**src/rtl/rkd_pkg.sv**
```systemverilog
// ----------------------------------------------------------------------------
// rkd_pkg
// Shared types, constants and helper functions of the remote key debouncer.
// ----------------------------------------------------------------------------
package rkd_pkg;

  // Button count and fixed widths
  localparam int NumButtonsDefault = 4;
  localparam int MaskBits          = 4;   // width of the per-button result masks
  localparam int HistBits          = 8;   // debounce history per button
  localparam int CountBits         = 4;   // holds 0..HistBits
  localparam int CodeBits          = 8;
  localparam int TimeBits          = 32;
  localparam int TimeoutBits       = 8;
  localparam int ThrBits           = 4;
  localparam int CfgIndexBits      = 8;
  localparam int CfgDataBits       = 8;

  // Sleep timeout unit: 5 s in milliseconds
  localparam int SleepUnitMs = 5 * 1000;
  localparam int UnitBits    = 13;
  localparam int LimitBits   = TimeoutBits + UnitBits;

  // Remote key codes
  localparam logic [CodeBits-1:0] KeyRepeat  = 8'h00;
  localparam logic [CodeBits-1:0] KeyBtn0A   = 8'h98;
  localparam logic [CodeBits-1:0] KeyBtn0B   = 8'h90;
  localparam logic [CodeBits-1:0] KeyBtn1    = 8'ha8;
  localparam logic [CodeBits-1:0] KeyBtn2A   = 8'h02;
  localparam logic [CodeBits-1:0] KeyBtn2B   = 8'he0;
  localparam logic [CodeBits-1:0] KeyBtn3    = 8'ha2;

  // Configuration register indexes
  typedef enum logic [CfgIndexBits-1:0] {
    CfgSleepTimeout    = 8'd0,
    CfgPressThreshold  = 8'd1,
    CfgReleaseThreshold = 8'd2,
    CfgHandlerEnable   = 8'd3
  } cfg_reg_e;

  // Item operations
  localparam logic OpPoll = 1'b0;
  localparam logic OpWake = 1'b1;

  typedef struct packed {
    logic                operation;
    logic                ir_valid;
    logic [CodeBits-1:0] ir_code;
    logic [TimeBits-1:0] now_ms;
  } in_item_t;

  typedef struct packed {
    logic [MaskBits-1:0] press_events;
    logic [MaskBits-1:0] held_mask;
    logic                active;
  } out_item_t;

  // Control handed to each button cell
  typedef struct packed {
    logic                 advance;
    logic                 wake;
    logic                 pressed;
    logic                 fire_en;
    logic [ThrBits-1:0]   press_thr;
    logic [ThrBits-1:0]   release_thr;
    logic [TimeBits-1:0]  now_ms;
    logic [LimitBits-1:0] limit;
  } rkd_ctrl_t;

  // Status returned by each button cell, after the update
  typedef struct packed {
    logic held;
    logic event_fired;
    logic recent;
  } rkd_stat_t;

  // Map a key code to a one-hot button select; unknown codes select nothing
  function automatic logic [MaskBits-1:0] key_to_onehot(logic [CodeBits-1:0] code);
    logic [MaskBits-1:0] sel;
    sel = '0;
    case (code)
      KeyBtn0A, KeyBtn0B: sel = 4'b0001;
      KeyBtn1:            sel = 4'b0010;
      KeyBtn2A, KeyBtn2B: sel = 4'b0100;
      KeyBtn3:            sel = 4'b1000;
      default:            sel = '0;
    endcase
    return sel;
  endfunction

  function automatic logic [CountBits-1:0] ones(logic [HistBits-1:0] v);
    logic [CountBits-1:0] n;
    n = '0;
    for (int k = 0; k < HistBits; k++) begin
      n = n + CountBits'(v[k]);
    end
    return n;
  endfunction

endpackage

```
**src/rtl/rkd_button.sv**
```systemverilog
// ----------------------------------------------------------------------------
// rkd_button
// One button: shift history, press/release hysteresis, latch and fire flags,
// press timestamp and its sleep-timeout check.
// ----------------------------------------------------------------------------
module rkd_button
  import rkd_pkg::*;
(
  input  logic      clk_i,
  input  logic      rst_ni,
  input  rkd_ctrl_t ctrl_i,
  output rkd_stat_t stat_o
);

  logic [HistBits-1:0] history_q, history_d;
  logic                latched_q, latched_d;
  logic                fired_q, fired_d;
  logic [TimeBits-1:0] press_time_q, press_time_d;
  logic [HistBits-1:0] hist_shift;
  logic [HistBits-1:0] hist_press;
  logic                event_fired;
  logic [TimeBits-1:0] age;

  assign hist_shift = {history_q[HistBits-2:0], 1'b0};
  assign hist_press = hist_shift | HistBits'(1);

  always_comb begin
    history_d    = hist_shift;
    latched_d    = latched_q;
    fired_d      = fired_q;
    press_time_d = press_time_q;
    event_fired  = 1'b0;
    if (ctrl_i.wake) begin
      history_d    = HistBits'(1);
      latched_d    = 1'b1;
      fired_d      = 1'b1;
      press_time_d = ctrl_i.now_ms;
    end else if (ctrl_i.pressed) begin
      history_d = hist_press;
      if (ones(hist_press) >= ctrl_i.press_thr) begin
        if (!latched_q) begin
          press_time_d = ctrl_i.now_ms;
          latched_d    = 1'b1;
        end
        if (!fired_q && ctrl_i.fire_en) begin
          fired_d     = 1'b1;
          event_fired = 1'b1;
        end
      end
    end else if (ones(hist_shift) <= ctrl_i.release_thr) begin
      latched_d = 1'b0;
      fired_d   = 1'b0;
    end
  end

  assign age = ctrl_i.now_ms - press_time_d;

  assign stat_o.held        = latched_d;
  assign stat_o.event_fired = event_fired;
  assign stat_o.recent      = (age < TimeBits'(ctrl_i.limit));

  always_ff @(posedge clk_i or negedge rst_ni) begin
    if (!rst_ni) begin
      history_q    <= '0;
      latched_q    <= 1'b0;
      fired_q      <= 1'b0;
      press_time_q <= '0;
    end else if (ctrl_i.advance) begin
      history_q    <= history_d;
      latched_q    <= latched_d;
      fired_q      <= fired_d;
      press_time_q <= press_time_d;
    end
  end

endmodule

```
**src/rtl/remote_key_debouncer.sv**
```systemverilog
// ----------------------------------------------------------------------------
// remote_key_debouncer
// Debounces remote-control key codes into per-button press events.
// ----------------------------------------------------------------------------
// Each input transfer is one poll tick (or a wake command) carrying an optional
// remote key code and the millisecond time; every input transfer yields exactly
// one result transfer with the press events fired on that tick, the mask of
// latched buttons and the sleep-timeout activity flag. The block takes one item
// per clock cycle while the input is not stalled. An item waits in the input
// register, then the key decode, history shift, popcount thresholds and timeout
// compare fill the result register in a single pass, from which it is offered.
// A full result register that is stalled stalls the input only when the input
// register is also occupied, so both sides keep moving at full rate otherwise.
// Key code 0 repeats the last received code. Configuration writes are always
// ready and take effect at once; write them only while no item is in flight.
// Register 0 is the sleep timeout in 5 s units (0 keeps the block always
// active), 1 the press threshold, 2 the release threshold and 3 the handler
// enable mask. Writes to other indexes are dropped.
module remote_key_debouncer
  import rkd_pkg::*;
#(
  parameter int NUM_BUTTONS = NumButtonsDefault
) (
  input  logic                    clk_i,
  input  logic                    rst_ni,
  // Input channel
  input  logic                    in_valid_i,
  output logic                    in_stall_o,
  input  in_item_t                in_item_i,
  // Result channel
  output logic                    out_valid_o,
  input  logic                    out_stall_i,
  output out_item_t               out_item_o,
  // Configuration write channel
  input  logic                    cfg_valid_i,
  output logic                    cfg_ready_o,
  input  logic [CfgIndexBits-1:0] cfg_index_i,
  input  logic [CfgDataBits-1:0]  cfg_data_i
);

  localparam int PadBits = (NUM_BUTTONS > MaskBits) ? NUM_BUTTONS : MaskBits;

  // Configuration state; the sleep timeout is kept as its limit in ms
  logic [LimitBits-1:0] limit_q;
  logic [ThrBits-1:0]   press_thr_q;
  logic [ThrBits-1:0]   release_thr_q;
  logic [MaskBits-1:0]  handler_en_q;

  // Pipeline registers
  logic                 in_valid_q;
  in_item_t             in_q;
  logic                 out_valid_q;
  out_item_t            out_q;
  logic [CodeBits-1:0]  last_code_q;

  logic                 out_free;
  logic                 advance;
  logic                 in_take;
  logic                 poll_code;
  logic [CodeBits-1:0]  code_eff;
  logic [MaskBits-1:0]  key_sel;

  rkd_ctrl_t               ctrl   [NUM_BUTTONS];
  rkd_stat_t               stat   [NUM_BUTTONS];
  logic [PadBits-1:0]      key_pad;
  logic [PadBits-1:0]      en_pad;
  logic [NUM_BUTTONS-1:0]  event_vec;
  logic [NUM_BUTTONS-1:0]  held_vec;
  logic [NUM_BUTTONS-1:0]  recent_vec;
  logic [PadBits-1:0]      event_pad;
  logic [PadBits-1:0]      held_pad;
  out_item_t               result;

  // Handshake: the result register frees when empty or taken this cycle;
  // the input register moves on whenever the result register frees.
  assign out_free   = !out_valid_q || !out_stall_i;
  assign advance    = in_valid_q && out_free;
  assign in_stall_o = in_valid_q && !out_free;
  assign in_take    = in_valid_i && !in_stall_o;
  assign cfg_ready_o = 1'b1;

  // Configuration writes
  always_ff @(posedge clk_i or negedge rst_ni) begin
    if (!rst_ni) begin
      limit_q       <= '0;
      press_thr_q   <= ThrBits'(1);
      release_thr_q <= ThrBits'(1);
      handler_en_q  <= '0;
    end else if (cfg_valid_i) begin
      case (cfg_reg_e'(cfg_index_i))
        CfgSleepTimeout: begin
          limit_q <= LimitBits'(cfg_data_i) * LimitBits'(SleepUnitMs);
        end
        CfgPressThreshold:   press_thr_q   <= cfg_data_i[ThrBits-1:0];
        CfgReleaseThreshold: release_thr_q <= cfg_data_i[ThrBits-1:0];
        CfgHandlerEnable:    handler_en_q  <= cfg_data_i[MaskBits-1:0];
        default: ;
      endcase
    end
  end

  // Key decode: substitute the last code on a repeat, then select a button
  assign poll_code = (in_q.operation == OpPoll) && in_q.ir_valid;
  assign code_eff  = (in_q.ir_code == KeyRepeat) ? last_code_q : in_q.ir_code;
  assign key_sel   = poll_code ? key_to_onehot(code_eff) : '0;

  // Only the first buttons have key codes and handler bits; pad the rest
  assign key_pad = PadBits'(key_sel);
  assign en_pad  = PadBits'(handler_en_q);

  // Per-button cells
  for (genvar i = 0; i < NUM_BUTTONS; i++) begin : g_btn
    always_comb begin
      ctrl[i].advance     = advance;
      ctrl[i].wake        = (in_q.operation == OpWake);
      ctrl[i].pressed     = key_pad[i];
      ctrl[i].fire_en     = en_pad[i];
      ctrl[i].press_thr   = press_thr_q;
      ctrl[i].release_thr = release_thr_q;
      ctrl[i].now_ms      = in_q.now_ms;
      ctrl[i].limit       = limit_q;
    end

    rkd_button u_button (
      .clk_i  (clk_i),
      .rst_ni (rst_ni),
      .ctrl_i (ctrl[i]),
      .stat_o (stat[i])
    );

    assign event_vec[i]  = stat[i].event_fired;
    assign held_vec[i]   = stat[i].held;
    assign recent_vec[i] = stat[i].recent;
  end

  // Assemble the result; masks show the first four buttons only
  assign event_pad = PadBits'(event_vec);
  assign held_pad  = PadBits'(held_vec);

  always_comb begin
    result.press_events = event_pad[MaskBits-1:0];
    result.held_mask    = held_pad[MaskBits-1:0];
    result.active       = (limit_q == '0) || (|recent_vec);
  end

  // Control registers: input and result valid, last received code
  always_ff @(posedge clk_i or negedge rst_ni) begin
    if (!rst_ni) begin
      in_valid_q  <= 1'b0;
      out_valid_q <= 1'b0;
      last_code_q <= '0;
    end else begin
      if (in_take) begin
        in_valid_q <= 1'b1;
      end else if (advance) begin
        in_valid_q <= 1'b0;
      end
      if (advance) begin
        out_valid_q <= 1'b1;
      end else if (!out_stall_i) begin
        out_valid_q <= 1'b0;
      end
      // Hold the code after repeat substitution, mapped or not
      if (advance && poll_code) begin
        last_code_q <= code_eff;
      end
    end
  end

  // Payload registers
  always_ff @(posedge clk_i) begin
    if (in_take) begin
      in_q <= in_item_i;
    end
    if (advance) begin
      out_q <= result;
    end
  end

  assign out_valid_o = out_valid_q;
  assign out_item_o  = out_q;

  // A button can only fire while its press is latched
  assert property (@(posedge clk_i) disable iff (!rst_ni)
    out_valid_q |-> ((out_q.press_events & ~out_q.held_mask) == '0))
    else $error("press event on a button that is not held");

  // A wake command never fires events and its result is valid; wake also holds every shown button
  assert property (@(posedge clk_i) disable iff (!rst_ni)
    (advance && in_q.operation == OpWake) |=>
      (out_q.press_events == '0) && out_valid_q)
    else $error("wake command produced press events");

  // With the sleep timeout off, every result reports active
  assert property (@(posedge clk_i) disable iff (!rst_ni)
    (advance && limit_q == '0) |=> out_q.active)
    else $error("inactive result with sleep timeout disabled");

  // The input register must not be overwritten while it still waits
  assert property (@(posedge clk_i) disable iff (!rst_ni)
    (in_valid_q && !advance) |=> (in_valid_q && $stable(in_q)))
    else $error("pending item lost in the input register");

endmodule
```
**config.mk**
```make
export PLATFORM = sky130hd
export DESIGN_NAME = remote_key_debouncer
export DESIGN_NICKNAME = d
export VERILOG_FILES = /design/src/rtl/rkd_pkg.sv /design/src/rtl/rkd_button.sv /design/src/rtl/remote_key_debouncer.sv
export SDC_FILE = /design/constraint.sdc
export NUM_CORES = 1
export LEC_CHECK = 0
export BUFFER_PORTS_ARGS = -buffer_cell sky130_fd_sc_hd__buf_4
export CAP_MARGIN = 5
export CORE_AREA = 3 3 310 312
export CTS_CLUSTER_SIZE = 12
export DETAILED_ROUTE_END_ITERATION = 10
export DIE_AREA = 0 0 313 315
export SLEW_MARGIN = 10
export SYNTH_ARGS = -nofsm -noshare
export SYNTH_HDL_FRONTEND = slang
export SYNTH_HIERARCHICAL = 1
export SYNTH_SLANG_ARGS = --single-unit
```
**constraint.sdc**
```tcl
create_clock -name clk_i -period 15.1 [get_ports clk_i]
set_clock_uncertainty 0.05 [all_clocks]
set_input_delay 4.53 -clock clk_i [delete_from_list [all_inputs] [get_ports clk_i]]
set_output_delay 4.53 -clock clk_i [all_outputs]
set_load 0.005 [all_outputs]
```
# Word level (Yosys, flattened, before mapping)
# Cells that the tools add are included.
# W data, S select, Z words.
# word_totals
elab_cells,242
output_inout_bits,12
input_bits,63
regBits,255
# classes
muxes,71
addsub,56
n_eq_ne,18
n_mul,1
n_lt_le_gt_ge,12
bitwise_logic,9
n_reduce_logical,42
# ops
cell,count
$mux W32,16
$add A4 B1 Y4,36
$lt A32 B21 Y1,4
$sub A32 B32 Y32,4
$mux W1,48
$eq A8 B8 Y1 const B,5
$mux W7,4
$add A2 B1 Y3,8
$eq A8 B2 Y1 const B,3
$ne A3 B2 Y1 const B,8
$logic_not A21 Y1,1
$mul A8 B10 Y18 const B,1
$ge A4 B4 Y1,4
$le A4 B4 Y1,4
$logic_not A8 Y1,2
$pmux W4 S4,1
$reduce_and A4 Y1,4
$reduce_bool A3 Y1,4
$reduce_or A3 Y1,4
$logic_and A1 B1 Y1,9
$not A1 Y1,9
$add A1 B1 Y2,4
$add A1 B1 Y2 const A,4
$eq A8 B1 Y1 const B,1
9 further kinds,21

# Depth between registers and ports, before layout
# Gate-level depths: netlist (run 1).
# depth
depth_word,15
ltp_mapped,37
ltp_nobuf,36

# Modules after synthesis
# The synthesis (run 1) kept the hierarchy.
# by_module_without_submodules
mod,seq_area_each_um2,cells_per_inst,instances,area_each_um2
rkd_button (g_btn[1].u_button ...),1026.0,577,2,4754.6
rkd_button (g_btn[0].u_button),1026.0,582,1,4759.6
rkd_button (g_btn[3].u_button),1026.0,515,1,4659.5
remote_key_debouncer,2534.9,336,1,4435.5

# Least setup slack after synthesis (run 1)
# Ideal clock, no wire load.
# synth_timing
path_type,in2out
startpoint,input port out_stall_i
endpoint,output port in_stall_o
arrival_ps,4684
n_path_buf,0
slack_ps,5836
cell_stages,2
required_ps,10520
path_cell_list,nand3_1 -> inv_1
# synth_via
elab_chain_len,4
# synth_lines
item,line,source
from (decl),remote_key_debouncer.sv:32,"input logic out_stall_i,"
$logic_not A1 Y1,-,
$logic_or A1 B1 Y1,remote_key_debouncer.sv:76,assign out_free = !out_valid_q || !out_stall_i;
$logic_not A1 Y1,remote_key_debouncer.sv:78,assign in_stall_o = in_valid_q && !out_free;
$logic_and A1 B1 Y1,remote_key_debouncer.sv:78,
to (decl),remote_key_debouncer.sv:28,"output logic in_stall_o,"
# Every way passes these cells.

# Worst setup path in the final report (run 1)
# Ends and elaborated chain as after synthesis.

==> impl_metrics.ini, run 1 <==
[final_layout]
n_fill_cell = 9918
layout.nets = 3003
antenna_cells = 0
fin_cells = 3882
area_delta_synth_final_pct = 11.6
drive_gt1_share_pct = 9.78
fin_area_um2 = 26100
postLayoutCoreUtil_pct = 27.9

[global_routing]
antenna_found_initial = 0
grt_pass1_vias = 18200
grt.overflow.total = 0
grt_usage_pct = 11.5
grt_max_degree = 86
grt_pass1_wl_um = 94100

[yosys]
syn_area_per_cell_um2 = 9.03
synth.most_common_cell = ha_1
yosysTopAreaCellShare_pct = 21.6
syn_area_um2 = 23400
ys.warnings.count = 6
synthArstFlopShare_pct = 80.0
yosys.area.top_type = dfrtp_1
synthTopCellsByArea = dfrtp_1, ha_1, edfxtp_1
ys_ff_latch = 255
ys_types = 95
seq_area_frac_synth_pct = 28.4
synth_ff_type = dfrtp_1
synth_common_cells = ha_1, a21oi_1, inv_1
synth_edf_count = 51
synthCells = 2587

[place]
place_hpwl_um = 45600
placedCellCount = 3828
gp_congestion = 0.922
port_buffers = 73
placed_cell_area_um2 = 25100

[job]
drv_cap = 0

[critical_path]
cp_slowest_cell = nand3_1
cp_cell_sequence = buf_4 -> nand3_1 -> inv_1 -> buf_4
cp-start-kind = input pin
max_stage_delay_ns = 0.14
critPathKind = in2out
critPathMostFrequentCell = buf_4
critPathRequiredTime_ns = 10.52
end_kind = output port
critPathTopFamily = buffers and inverters
arrival_ns = 4.98
path_buf_inv = 3
cp_max_fo = 3

[floorplan]
core_area_um2 = 93300
rows = 112
die_h_um = 315
die_w_um = 313
start_util_pct = 25.0
io_pins = 75
dieArea_um2 = 98600

[drt]
route.vias.total = 18700
wl_per_cell_um = 15.0
postRouteWirelength_um = 58100
drtAntennaViolNets = 0
drt_drc_violations_left = 0
dr.pass1.iters = 5
vias_per_cell = 4.82
drtIter0Drc = 812

[clocking]
clock_latency_ns = 0.58
clkSinkCount = 255
cts_tree = done
cts_max_path_buffers = 3
numCtsBuffers = 29
clkTransAtPathRegs_ns = 0.06
ctsHoldBuffers = 0
cts_max_level = 1
postCtsSetupRepairBufs = 0
cts_root_buf = clkbuf_16
cts_resized = 0

[sta]
finalCritPeriodShare_pct = 63.3
whs_ns = 0.432
setup_viol = 0
rsz0062_at_grt = no
maxSlewHeadroom_pct = 16.2
fin_crit_ns = 9.56
tightest_slew_ns = 1.23
hold_viol_final = 0
slew_viol_final = 0
fmax_ghz = 0.105
setup-tns-final_ns = 0

[power]
leakage_uw = 0.0113
power_density_nw_per_um2 = 122
vdd_drop_max_mv = 0.105

[worst_hold_path]
hold_class = reg2reg

[outcome]
status = finished, final reports clean
## worst register-to-register path, delay by kind of cell (launching register included)
| kind | cells | cell delay, ns |
|---|---|---|
| AO/OA/AOI/OAI | 11 | 3.04 |
| XOR/XNOR | 1 | 0.12 |
| adder cells (fa/ha/maj) | 2 | 0.59 |
| flip-flops | 1 | 0.48 |
| multiplexers | 1 | 0.41 |
| AND/OR/NAND/NOR | 13 | 3.84 |
## placed cells by master, fill, tap and decap left out, types with 13 or more instances in the layout
master / instances
nand2b_1: 32
nand4_1: 26
edfxtp_1: 51
and3_1: 20
nor4_1: 13
and2_1: 13
clkbuf_16: 29
o211ai_1: 29
nand2_1: 143
nor2_1: 180
dfrtp_1: 202
nand3_1: 56
o21bai_1: 13
conb_1: 13
mux2i_1: 129
o21ai_1: 23
a211oi_1: 18
buf_4: 83
xor2_1: 44
a21o_1: 68
mux2_2: 57
inv_1: 234
o21a_1: 39
nor2b_1: 31
o21ai_0: 120
ha_1: 291
a21oi_1: 255
a31oi_1: 23
nor3_1: 34
fa_1: 44
xnor2_1: 55
## flip-flops by register name (all words and copies together) (netlist names)
name and count:
g_btn.u_button/press_time_q 128, ctrl 33, g_btn.u_button/history_q 28, limit_q 18
in_q 9, out_item_o 9, last_code_q 8, en_pad 4
g_btn.u_button/fired_q 4, g_btn.u_button/latched_q 4, press_thr_q 4, release_thr_q 4
in_valid_q 1, out_valid_o 1
## layer usage
metal  GRT usage (%)  wire length, um  part of all wire (%)
met1            15.0            26500                    46
met5               0                0                     0
met2            20.2            27900                    48
met4            3.54             1650                   2.8
met3            1.09             2060                   3.6
## report_power, final
part	total, uW	leakage [uW]	internal, uW	switching (uW)
combinational	1520	0.00788	668	855
sequential	918	0.00290	821	97.4
clock	733	0.000483	433	300
## per-stage QoR
step | setup slack (ns) | total power [uW]
floorplan | 5.84 | 2110
global placement | 5.50 | 2420
detailed placement | 5.52 | 2450
CTS | 5.52 | 3210
global route | 5.39 | 3470
finish | 5.54 | 3170
## cell families (layout without fill, tap and decap cells)
logic type,count (synthesis),in the layout,synth area share [%]
flip-flops,255,255,28.4
AO/OA/AOI/OAI,724,724,20.0
other,2,13,0.0321
buffers and inverters,345,375,6.14
AND/OR/NAND/NOR,641,641,14.0
multiplexers,186,186,8.27
XOR/XNOR,99,99,3.71
adder cells (fa/ha/maj),335,335,19.4
## final cells by class
| type | count | area [um2] | area share (%) |
|---|---|---|---|
| clock buffer | 41 | 831 | 3.19 |
| clock inverter | 13 | 145 | 0.557 |
| inverter | 237 | 890 | 3.41 |
| multi-input combinational | 1998 | 15400 | 58.9 |
| sequential | 255 | 6640 | 25.5 |
| tap | 1254 | 1570 | 6.02 |
| timing repair buffer | 84 | 638 | 2.45 |
## path summary, 6_finish.rpt
| kind | from | end | slack, ns | cells past startpoint |
|---|---|---|---|---|
| max in group asynchronous | rst_ni | g_btn[1].u_button/press_time_q[4] | 9.78 | 2 |
| hold reg to reg | en_pad[1] | en_pad[1] | 0.43 | 2 |
| hold / removal | en_pad[1] | en_pad[1] | 0.43 | 2 |
| setup reg to reg | in_q[36] | out_item_o[0] | 6.25 | 28 |
| setup / recovery | out_stall_i | in_stall_o | 5.54 | 4 |
| min in group asynchronous | rst_ni | last_code_q[6] | 3.90 | 1 |
Power figures use the tool's default switching activity.
==> inputs of run 2 (changes only) <==
- clock period: 15.1 -> 9.2 ns (I/O delays scaled with it)
==> impl_metrics.ini, run 2 (same netlist as run 1, synthesis figures left out) <==
[final_layout]
layout.nets = 3005
drive_gt1_share_pct = 9.84
final_common_cell = ha_1
multi_input_area_um2 = 15400
largest_register_ffs = 128
area_delta_synth_final_pct = 11.9
seq_area_um2 = 6640
fin_area_um2 = 26100
n_fill_cell = 10100
antenna_cells = 0
postLayoutCoreUtil_pct = 28.0
top_register = g_btn.u_button/press_time_q
final_cell_mix = ha_1, a21oi_1, inv_1

[critical_path]
end_kind = flip-flop
cp-start-kind = flip-flop
max_stage_delay_ns = 0.58
critPathMostFrequentCell = ha_1
critPathKind = reg2reg
critPathRequiredTime_ns = 9.47
cp_max_fo = 16
cp_slowest_cell = o21ai_4
arrival_ns = 8.41
ff2ff_setup_slack_ns = 1.07

[sta]
hold_viol_final = 0
setup_ws_ns = 1.07
maxSlewHeadroom_pct = 32.0
setup_viol = 0
fmax_ghz = 0.123
fin_crit_ns = 8.13
rsz0062_at_grt = no
slew_viol_final = 0
setup-tns-final_ns = 0
tightest_slew_ns = 0.994
finalCritPeriodShare_pct = 88.4

[drt]
route.vias.total = 18600
drt_drc_violations_left = 0
dr.pass1.iters = 5
drtIter0Drc = 813
drtAntennaViolNets = 0
vias_per_cell = 4.79
wl_per_cell_um = 15.0
postRouteWirelength_um = 58100

[floorplan]
io_pins = 75
start_util_pct = 25.0
die_w_um = 313
rows = 112
dieArea_um2 = 98600
die_h_um = 315
core_area_um2 = 93300

[clocking]
clock_latency_ns = 0.59
numCtsBuffers = 30
ctsHoldBuffers = 0
cts_tree = done
postCtsSetupRepairBufs = 0
cts_max_path_buffers = 3
clkTransAtPathRegs_ns = 0.06
cts_max_level = 1
cts_root_buf = clkbuf_16
clkSinkCount = 255
cts_resized = 0

[outcome]
status = finished, final reports clean

[global_routing]
grt_usage_pct = 11.6
grt_pass1_wl_um = 94200
grt_pass1_vias = 18300
grt_max_degree = 206
grt.overflow.total = 0
antenna_found_initial = 0

[power]
power_density_nw_per_um2 = 201
vdd_drop_max_mv = 0.165
leakage_uw = 0.0113
netSwitchingFraction_pct = 39.6
combPwrFrac_pct = 47.8
power.clock.fraction_pct = 23.5
p_int_uw = 3170
finalPower_uw = 5250
power_switching_uw = 2080
seqPwrFrac_pct = 28.7

[place]
placed_cell_area_um2 = 25100
place_hpwl_um = 45500
dp_slack_ns = 1.10
port_buffers = 73
gp_congestion = 0.887

[worst_hold_path]
hold_class = reg2reg

[job]
drv_cap = 0
-- run 2: changes by cell type in the layout (fill, tap and decap cells not counted) --
cell	change
clkbuf_8	-3
clkinv_2	-1
clkbuf_1	+1
clkinvlp_4	+3
buf_12	+1
clkinv_16	+1
inv_4	-1
clkbuf_16	+2
-- run 2: final timing paths --
kind / startpoint / endpoint / cells past startpoint
worst min-delay path: g_btn[3].u_button/press_time_q[0] / g_btn[3].u_button/press_time_q[0] / 2
worst min register to register: g_btn[3].u_button/press_time_q[0] / g_btn[3].u_button/press_time_q[0] / 2
worst max-delay path: g_btn[0].u_button/history_q[0] / out_item_o[0] / 31
worst max register to register: g_btn[0].u_button/history_q[0] / out_item_o[0] / 31
max in group asynchronous: rst_ni / g_btn[2].u_button/press_time_q[26] / 2
min in group asynchronous: rst_ni / out_valid_o / 1
-- run 2: worst max-delay path: cells and delay by family (launching register included) --
kind	cells	cell delay (ns)
compound gates	9	2.33
xor+xnor	2	0.25
fa+ha+maj	9	2.96
buf+inv	3	0.16
flops	1	0.39
mux	1	0.29
simple gates	7	1.40
-- run 2: per-layer routing --
| layer | up-vias | share of wire [%] | GRT usage (%) |
|---|---|---|---|
| met2 | 304 | 49 | 20.8 |
| met3 | 71 | 3.6 | 1.03 |
| met5 | - | 0 | 0 |
| li1 | 9376 | - | - |
| met1 | 8874 | 45 | 14.8 |
| met4 | 0 | 2.2 | 2.90 |
-- run 2: power groups by stage --
stage	clock, uW	combinational (uW)	sequential (uW)
6_report	1230	2510	1510
5_1_grt	1320	2850	1540
4_1_cts	1280	2510	1510
3_5_place_dp	0	2500	1530
3_3_place_gp	0	2460	1520
2_1_floorplan	0	1990	1470
-- run 2: cell type report --
class                      count  share of cell area (%)
tap                         1254                    6.00
clock buffer                  41                    3.23
clock inverter                15                   0.713
inverter                     237                    3.40
sequential                   255                    25.4
timing repair buffer          85                    2.52
multi-input combinational   1998                    58.7
-- run 2: metrics by stage --
step	hold WS, ns	std cells
finish	0.444	3885
global route	0.461	3885
CTS	0.455	3885
detailed placement	0.438	3829
global placement	0.419	3829
floorplan	0.392	2598
